## src/hw/rtl/sbce_pkg.sv

```systemverilog
// ----------------------------------------------------------------------------
// sbce_pkg
// Types, codes and wire store geometry shared by the shared boolean circuit
// evaluator.
// ----------------------------------------------------------------------------
package sbce_pkg;

    localparam int WIRES   = 32768;
    localparam int FIELD_W = 15;
    localparam int WIRE_W  = $clog2(WIRES);
    localparam int ROW_BITS = 8;
    localparam int ROWS    = WIRES / ROW_BITS;
    localparam int ROW_W   = WIRE_W - 3;

    typedef logic [WIRE_W-1:0]   wire_idx_t;
    typedef logic [ROW_W-1:0]    row_idx_t;
    typedef logic [ROW_BITS-1:0] row_data_t;

    typedef enum logic [1:0] {
        OP_LOAD = 2'd0,
        OP_GATE = 2'd1,
        OP_PEER = 2'd2,
        OP_READ = 2'd3
    } op_t;

    typedef enum logic [1:0] {
        GATE_AND  = 2'd0,
        GATE_XOR  = 2'd1,
        GATE_NOT  = 2'd2,
        GATE_NOT2 = 2'd3
    } gate_t;

    typedef enum logic [1:0] {
        RES_PAIR  = 2'd0,
        RES_BYTE  = 2'd1,
        RES_ERROR = 2'd2
    } res_kind_t;

    typedef enum logic [1:0] {
        CFG_ROLE     = 2'd0,
        CFG_TRIPLE_A = 2'd1,
        CFG_TRIPLE_B = 2'd2,
        CFG_TRIPLE_C = 2'd3
    } cfg_idx_t;

    typedef enum logic [1:0] {
        ST_CLEAR,
        ST_IDLE,
        ST_EXEC
    } state_t;

    typedef struct packed {
        logic [1:0]         op;
        logic [1:0]         gate_kind;
        logic [FIELD_W-1:0] first_wire;
        logic [FIELD_W-1:0] second_wire;
        logic [FIELD_W-1:0] dest_wire;
        logic               bit_value;
        logic               peer_masked_x;
        logic               peer_masked_y;
    } in_word_t;

    typedef struct packed {
        logic [1:0] result_kind;
        logic       send_masked_x;
        logic       send_masked_y;
        logic [7:0] output_byte;
    } out_word_t;

    typedef struct packed {
        logic party_role;
        logic triple_a;
        logic triple_b;
        logic triple_c;
    } cfg_t;

    typedef struct packed {
        logic      rd_en;
        row_idx_t  rd_addr_a;
        row_idx_t  rd_addr_b;
        logic      wr_en;
        row_idx_t  wr_addr;
        row_data_t wr_mask;
        row_data_t wr_data;
    } mem_req_t;

    typedef struct packed {
        row_data_t rd_data_a;
        row_data_t rd_data_b;
    } mem_rsp_t;

    // wire index modulo the store size
    function automatic wire_idx_t wire_idx(logic [FIELD_W-1:0] w);
        wire_idx_t r;
        r = WIRE_W'(w);
        return r;
    endfunction

    function automatic row_idx_t row_of(wire_idx_t w);
        return w[WIRE_W-1:3];
    endfunction

    function automatic logic [2:0] bit_of(wire_idx_t w);
        return w[2:0];
    endfunction

endpackage

```

## src/hw/rtl/sbce_ctrl.sv

```systemverilog
// ----------------------------------------------------------------------------
// sbce_ctrl
// Item sequencer: clears the store after reset, issues row reads on accept,
// evaluates the item on the read data, then writes a share back or emits a result.
// ----------------------------------------------------------------------------
module sbce_ctrl (
    input  logic                clk,
    input  logic                rst_n,
    input  logic                in_valid,
    output logic                in_stall,
    input  sbce_pkg::in_word_t  in_word,
    input  sbce_pkg::cfg_t      cfg,
    input  logic                out_free,
    output logic                res_valid,
    output sbce_pkg::out_word_t res_word,
    output sbce_pkg::mem_req_t  mem_req,
    input  sbce_pkg::mem_rsp_t  mem_rsp
);
    import sbce_pkg::*;

    state_t    state_reg, state_next;
    row_idx_t  clr_row_reg;
    in_word_t  item_reg;
    logic      pending_reg, pending_next;
    wire_idx_t pend_dest_reg, pend_dest_next;
    logic      own_x_reg, own_x_next;
    logic      own_y_reg, own_y_next;

    // execute-cycle datapath
    logic       need_res;
    out_word_t  exec_word;
    logic       exec_wr;
    wire_idx_t  exec_wr_wire;
    logic       exec_wr_bit;
    logic       done;
    logic       set_pend;
    logic       clr_pend;

    wire_idx_t        w1, w2, wd, in_w1;
    logic             x, y, d, e, z;
    logic [15:0]      pair_rows;
    logic [7:0]       byte_val;

    assign w1 = wire_idx(item_reg.first_wire);
    assign w2 = wire_idx(item_reg.second_wire);
    assign wd = wire_idx(item_reg.dest_wire);
    assign in_w1 = wire_idx(in_word.first_wire);

    assign x = mem_rsp.rd_data_a[bit_of(w1)];
    assign y = mem_rsp.rd_data_b[bit_of(w2)];
    assign d = own_x_reg ^ item_reg.peer_masked_x;
    assign e = own_y_reg ^ item_reg.peer_masked_y;
    assign z = (d & cfg.triple_b) ^ (e & cfg.triple_a) ^ cfg.triple_c
             ^ (~cfg.party_role & d & e);
    assign pair_rows = {mem_rsp.rd_data_b, mem_rsp.rd_data_a};

    always_comb
    begin
        for (int i = 0; i < 8; i++)
        begin
            byte_val[7-i] = pair_rows[{1'b0, bit_of(w1)} + 4'(i)];
        end
    end

    always_comb
    begin
        need_res     = 1'b0;
        exec_word    = '0;
        exec_wr      = 1'b0;
        exec_wr_wire = w1;
        exec_wr_bit  = 1'b0;
        set_pend     = 1'b0;
        clr_pend     = 1'b0;
        if (op_t'(item_reg.op) == OP_PEER)
        begin
            if (pending_reg)
            begin
                exec_wr      = 1'b1;
                exec_wr_wire = pend_dest_reg;
                exec_wr_bit  = z;
                clr_pend     = 1'b1;
            end
            else
            begin
                need_res              = 1'b1;
                exec_word.result_kind = RES_ERROR;
            end
        end
        else if (pending_reg)
        begin
            need_res              = 1'b1;
            exec_word.result_kind = RES_ERROR;
        end
        else
        begin
            unique case (op_t'(item_reg.op))
                OP_LOAD:
                begin
                    exec_wr      = 1'b1;
                    exec_wr_wire = w1;
                    exec_wr_bit  = item_reg.bit_value;
                end
                OP_READ:
                begin
                    need_res              = 1'b1;
                    exec_word.result_kind = RES_BYTE;
                    exec_word.output_byte = byte_val;
                end
                OP_GATE:
                begin
                    unique case (gate_t'(item_reg.gate_kind))
                        GATE_AND:
                        begin
                            need_res                = 1'b1;
                            set_pend                = 1'b1;
                            exec_word.result_kind   = RES_PAIR;
                            exec_word.send_masked_x = x ^ cfg.triple_a;
                            exec_word.send_masked_y = y ^ cfg.triple_b;
                        end
                        GATE_XOR:
                        begin
                            exec_wr      = 1'b1;
                            exec_wr_wire = wd;
                            exec_wr_bit  = x ^ y;
                        end
                        GATE_NOT, GATE_NOT2:
                        begin
                            exec_wr      = 1'b1;
                            exec_wr_wire = wd;
                            exec_wr_bit  = x ^ ~cfg.party_role;
                        end
                    endcase
                end
                default:
                begin
                    exec_wr = 1'b0;
                end
            endcase
        end
        done = ~need_res | out_free;
    end

    // next state
    always_comb
    begin
        state_next = state_reg;
        unique case (state_reg)
            ST_CLEAR:
            begin
                if (clr_row_reg == ROW_W'(ROWS - 1))
                begin
                    state_next = ST_IDLE;
                end
            end
            ST_IDLE:
            begin
                if (in_valid)
                begin
                    state_next = ST_EXEC;
                end
            end
            ST_EXEC:
            begin
                if (done)
                begin
                    state_next = ST_IDLE;
                end
            end
            default:
            begin
                state_next = ST_CLEAR;
            end
        endcase
    end

    // outputs
    always_comb
    begin
        mem_req        = '0;
        res_valid      = 1'b0;
        res_word       = exec_word;
        in_stall       = 1'b1;
        pending_next   = pending_reg;
        pend_dest_next = pend_dest_reg;
        own_x_next     = own_x_reg;
        own_y_next     = own_y_reg;
        unique case (state_reg)
            ST_CLEAR:
            begin
                mem_req.wr_en   = 1'b1;
                mem_req.wr_addr = clr_row_reg;
                mem_req.wr_mask = '1;
                mem_req.wr_data = '0;
            end
            ST_IDLE:
            begin
                in_stall          = 1'b0;
                mem_req.rd_en     = in_valid;
                mem_req.rd_addr_a = row_of(in_w1);
                if (op_t'(in_word.op) == OP_READ)
                begin
                    mem_req.rd_addr_b = row_of(in_w1) + ROW_W'(1);
                end
                else
                begin
                    mem_req.rd_addr_b = row_of(wire_idx(in_word.second_wire));
                end
            end
            ST_EXEC:
            begin
                if (done)
                begin
                    res_valid       = need_res;
                    mem_req.wr_en   = exec_wr;
                    mem_req.wr_addr = row_of(exec_wr_wire);
                    mem_req.wr_mask = ROW_BITS'(1) << bit_of(exec_wr_wire);
                    mem_req.wr_data = {ROW_BITS{exec_wr_bit}};
                    if (set_pend)
                    begin
                        pending_next   = 1'b1;
                        pend_dest_next = wd;
                        own_x_next     = exec_word.send_masked_x;
                        own_y_next     = exec_word.send_masked_y;
                    end
                    else if (clr_pend)
                    begin
                        pending_next = 1'b0;
                    end
                end
            end
            default:
            begin
                in_stall = 1'b1;
            end
        endcase
    end

    always_ff @(posedge clk or negedge rst_n)
    begin
        if (!rst_n)
        begin
            state_reg     <= ST_CLEAR;
            clr_row_reg   <= '0;
            pending_reg   <= 1'b0;
            pend_dest_reg <= '0;
            own_x_reg     <= 1'b0;
            own_y_reg     <= 1'b0;
        end
        else
        begin
            state_reg     <= state_next;
            pending_reg   <= pending_next;
            pend_dest_reg <= pend_dest_next;
            own_x_reg     <= own_x_next;
            own_y_reg     <= own_y_next;
            if (state_reg == ST_CLEAR)
            begin
                clr_row_reg <= clr_row_reg + ROW_W'(1);
            end
        end
    end

    always_ff @(posedge clk)
    begin
        if (state_reg == ST_IDLE && in_valid)
        begin
            item_reg <= in_word;
        end
    end

endmodule
```

## config.mk

```make
export PLATFORM = sky130hd
export DESIGN_NAME = sbce_ctrl
export DESIGN_NICKNAME = d
export VERILOG_FILES = /design/src/hw/rtl/sbce_pkg.sv /design/src/hw/rtl/sbce_ctrl.sv
export SDC_FILE = /design/constraint.sdc
export NUM_CORES = 1
export LEC_CHECK = 0
export CAP_MARGIN = 10
export CORE_MARGIN = 2
export CORE_UTILIZATION = 25
export DETAILED_ROUTE_END_ITERATION = 8
export DONT_BUFFER_PORTS = 1
export GPL_TIMING_DRIVEN = 1
export PLACE_DENSITY = 0.43
export REMOVE_ABC_BUFFERS = 1
export SLEW_MARGIN = 5
export SYNTH_ARGS = -nofsm -noshare
export SYNTH_HDL_FRONTEND = slang
export SYNTH_SLANG_ARGS = --single-unit
```

## constraint.sdc

```tcl
create_clock -name clk -period 3.59 [get_ports clk]
set_input_delay 0 -clock clk [delete_from_list [all_inputs] [get_ports clk]]
set_output_delay 0 -clock clk [all_outputs]
set_load 0.01 [all_outputs]
```

==> impl_metrics.tcl <==
set metrics [dict create \
    status "complete, no violations" \
    post-place-ws_ps 823.0 \
    initial_core_util 0.2531 \
    h-tree-depth 3 \
    end_kind "output pin" \
    gp_congestion 0.7580 \
    fin_skew_ps 9.059 \
    tightest_slew_ps 807.8 \
    synthArstFlopShare 0.4444 \
    timing.rr.start "item_reg[50]" \
    grt_remaining_overflow 0 \
    drv_slew 0 \
    postCtsSetupRepairBufs 0 \
    hold_path.class "in2reg" \
    area_delta_synth_final_pct 20.88 \
    numCtsBuffers 9 \
    fillers 1846 \
    setup_viol 0 \
    final_layout_size_suffix_gt1_frac 0.1419 \
    period_needed_ps 3016 \
    seqCellArea_um2 2002 \
    synth.distinct_cells 53 \
    hold_viol_final 0 \
    synth_edf_count 40 \
    antenna_cells 0 \
    leakage_nw 2.045 \
    path_clk_slew_ps 60 \
    rsz0062_at_grt "no" \
    clk_latency_ps 330 \
    io_pins 144 \
    drtIter0Drc 167 \
    synth.avg_cell_area_um2 10.95 \
    synth_warnings 0 \
    cts_tree "built" \
    clkSinkCount 72 \
    dp_hpwl_um 9007 \
    setup.worst_path.start "item_reg[50]" \
    criticalPathCategory "reg2out" \
    seq_area_frac_synth 0.4449 \
    period_share 0.8402 \
    wl_per_cell_um 17.64 \
    firstDrtPassIters 4 \
    hold_start "cfg[1]" \
    peakVddDrop_mv 0.1868 \
    hold_path_depth 3 \
    grt_pass1_vias 3320 \
    drtAntennaViolNets 0 \
    die_h_um 138.2 \
    powerDensity_nw_per_um2 527.7 \
    antenna_found_initial 0 \
    wirelength_um 11990 \
    fmax_mhz 331.5 \
    io_buffers 0 \
    syn_area_um2 4499 \
    post-route-drc-count 0 \
    postSynthCellCount 411 \
    rows 49 \
    worstPathMaxFanout 13 \
    ys.flop_type "edfxtp_1" \
    viasPerCell 4.919 \
    tns_ps 0 \
    die_x_um 138.2 \
    vias 3345 \
    crit_required_ps 3590 \
    post_cts_resized 0 \
    relSlewSlack 0.4546 \
    cts_root_buffer "clkbuf_16" \
    multiInputGateArea_um2 2302 \
    ys_ff_latch 72 \
    drv_cap 0 \
    grt_pass1_wl_um 18560 \
    startpoint_type "register" \
    reg2reg_depth 4 \
    fin_nets 531 \
    grt_usage 0.1234 \
    worst_slack_ps 573.6 \
    cp.arrival_ps 3020 \
    dieArea_um2 19090 \
    core_area_um2 17780 \
    clk_path_buf_depth 2 \
    grt_max_degree 33 \
]
==> synth_stat cells (all sizes together), types with 2 or more instances <==
cell type | n | share of area
o22ai | 12 | 0.017
mux2i | 8 | 0.018
nand3 | 8 | 0.0089
mux2 | 16 | 0.040
nor2b | 5 | 0.0070
clkbuf | 14 | 0.012
or3 | 3 | 0.0042
dfrtp | 32 | 0.18
a21oi | 8 | 0.0089
o31ai | 11 | 0.018
a311oi | 2 | 0.0039
xor2 | 14 | 0.027
a211oi | 12 | 0.020
nor2 | 39 | 0.033
ha | 9 | 0.025
or2 | 3 | 0.0042
xnor2 | 13 | 0.025
o32ai | 3 | 0.0058
mux4 | 20 | 0.10
a31oi | 2 | 0.0028
nand2 | 38 | 0.032
o211ai | 2 | 0.0033
and3 | 3 | 0.0042
and4 | 2 | 0.0039
or4 | 2 | 0.0042
o21ai | 15 | 0.017
nand2b | 7 | 0.011
inv | 13 | 0.011
edfxtp | 40 | 0.27
nand3b | 3 | 0.0050
buf | 14 | 0.022
and2 | 18 | 0.025
nand4 | 6 | 0.0083
==> worst paths after layout <==
| check | end | slack (ps) |
|---|---|---|
| worst max-delay path | mem_req[25] | 570 |
| worst min-delay path | own_y_reg | 30 |
| worst max register to register | pending_reg | 1180 |
| worst min register to register | pend_dest_reg[12] | 490 |
| max in group asynchronous | own_y_reg | 3280 |
| min in group asynchronous | pend_dest_reg[9] | 110 |
==> report_power, final <==
part | total [W] | switching [W] | internal (W)
clock | 0.000866 | 0.000353 | 0.000512
combinational | 0.000895 | 0.000549 | 0.000346
sequential | 0.00111 | 0.000115 | 0.000994
==> per-layer routing <==
layer,vias to the layer above,track usage,share of wire
met1,1631,0.1666,0.45
met3,12,0.02667,0.059
met2,107,0.1988,0.48
met5,-,0,0
li1,1595,-,-
met4,0,0.03921,0.013
==> metrics by stage <==
stage / utilization / hold slack, ps / instances / total power [W] / area, um^2
CTS: 0.3059 / 15.51 / 680 / 0.002917 / 5439
global placement: 0.2647 / -294.4 / 621 / 0.001971 / 4707
global route: 0.3059 / 53.64 / 680 / 0.003050 / 5439
finish: 0.3059 / 29.46 / 680 / 0.002870 / 5439
floorplan: - / -295.6 / 383 / 0.001734 / 4348
detailed placement: 0.2647 / -294.2 / 621 / 0.001992 / 4707
==> logic make-up after synthesis <==
family,after synthesis,share of synthesized area
AND/OR/NAND/NOR,140,0.1577
AO/OA/AOI/OAI,78,0.1174
flip-flops,72,0.4449
multiplexers,44,0.1580
buffers and inverters,41,0.04449
XOR/XNOR,27,0.05256
adder cells (fa/ha/maj),9,0.02503
==> cells in the final DEF (no fill, tap or decap), types with 6 or more instances in the layout <==
cell type      count
mux4_2            20
edfxtp_1          40
o22ai_1           12
buf_4              9
mux2_2            11
a21oi_1            8
xor2_1            14
o31ai_1           11
dfrtp_1           32
dlygate4sd3_1     42
and2_1            17
nand2b_1           6
ha_1               9
nor2_1            39
inv_1             13
nand4_1            6
clkbuf_16         10
mux2i_1            8
nand3_1            8
xnor2_1           13
nand2_1           38
o21ai_0           14
a211oi_1          12
==> critical path, stage by stage (launching register included) <==
cell and delay [ps]:
edfxtp_1 500, nor3b_1 220, o311ai_0 690, nand2_1 590
o32ai_1 680
==> what timing repair did <==
| item | CTS | global route |
|---|---|---|
| endpoints found under the hold margin | 73 | 0 |
| hold buffers | 43 | 0 |
| endpoints found under the setup margin | 0 | 0 |
==> cell type report <==
cell class | instances | share of cell area
Inverter | 13 | 0.008972
Tap cell | 229 | 0.05268
Timing Repair Buffer | 52 | 0.09340
Clock inverter | 5 | 0.006901
Multi-Input combinational cell | 298 | 0.4233
Clock buffer | 11 | 0.04670
Sequential cell | 72 | 0.3681
(Power assumes the default switching activity.)
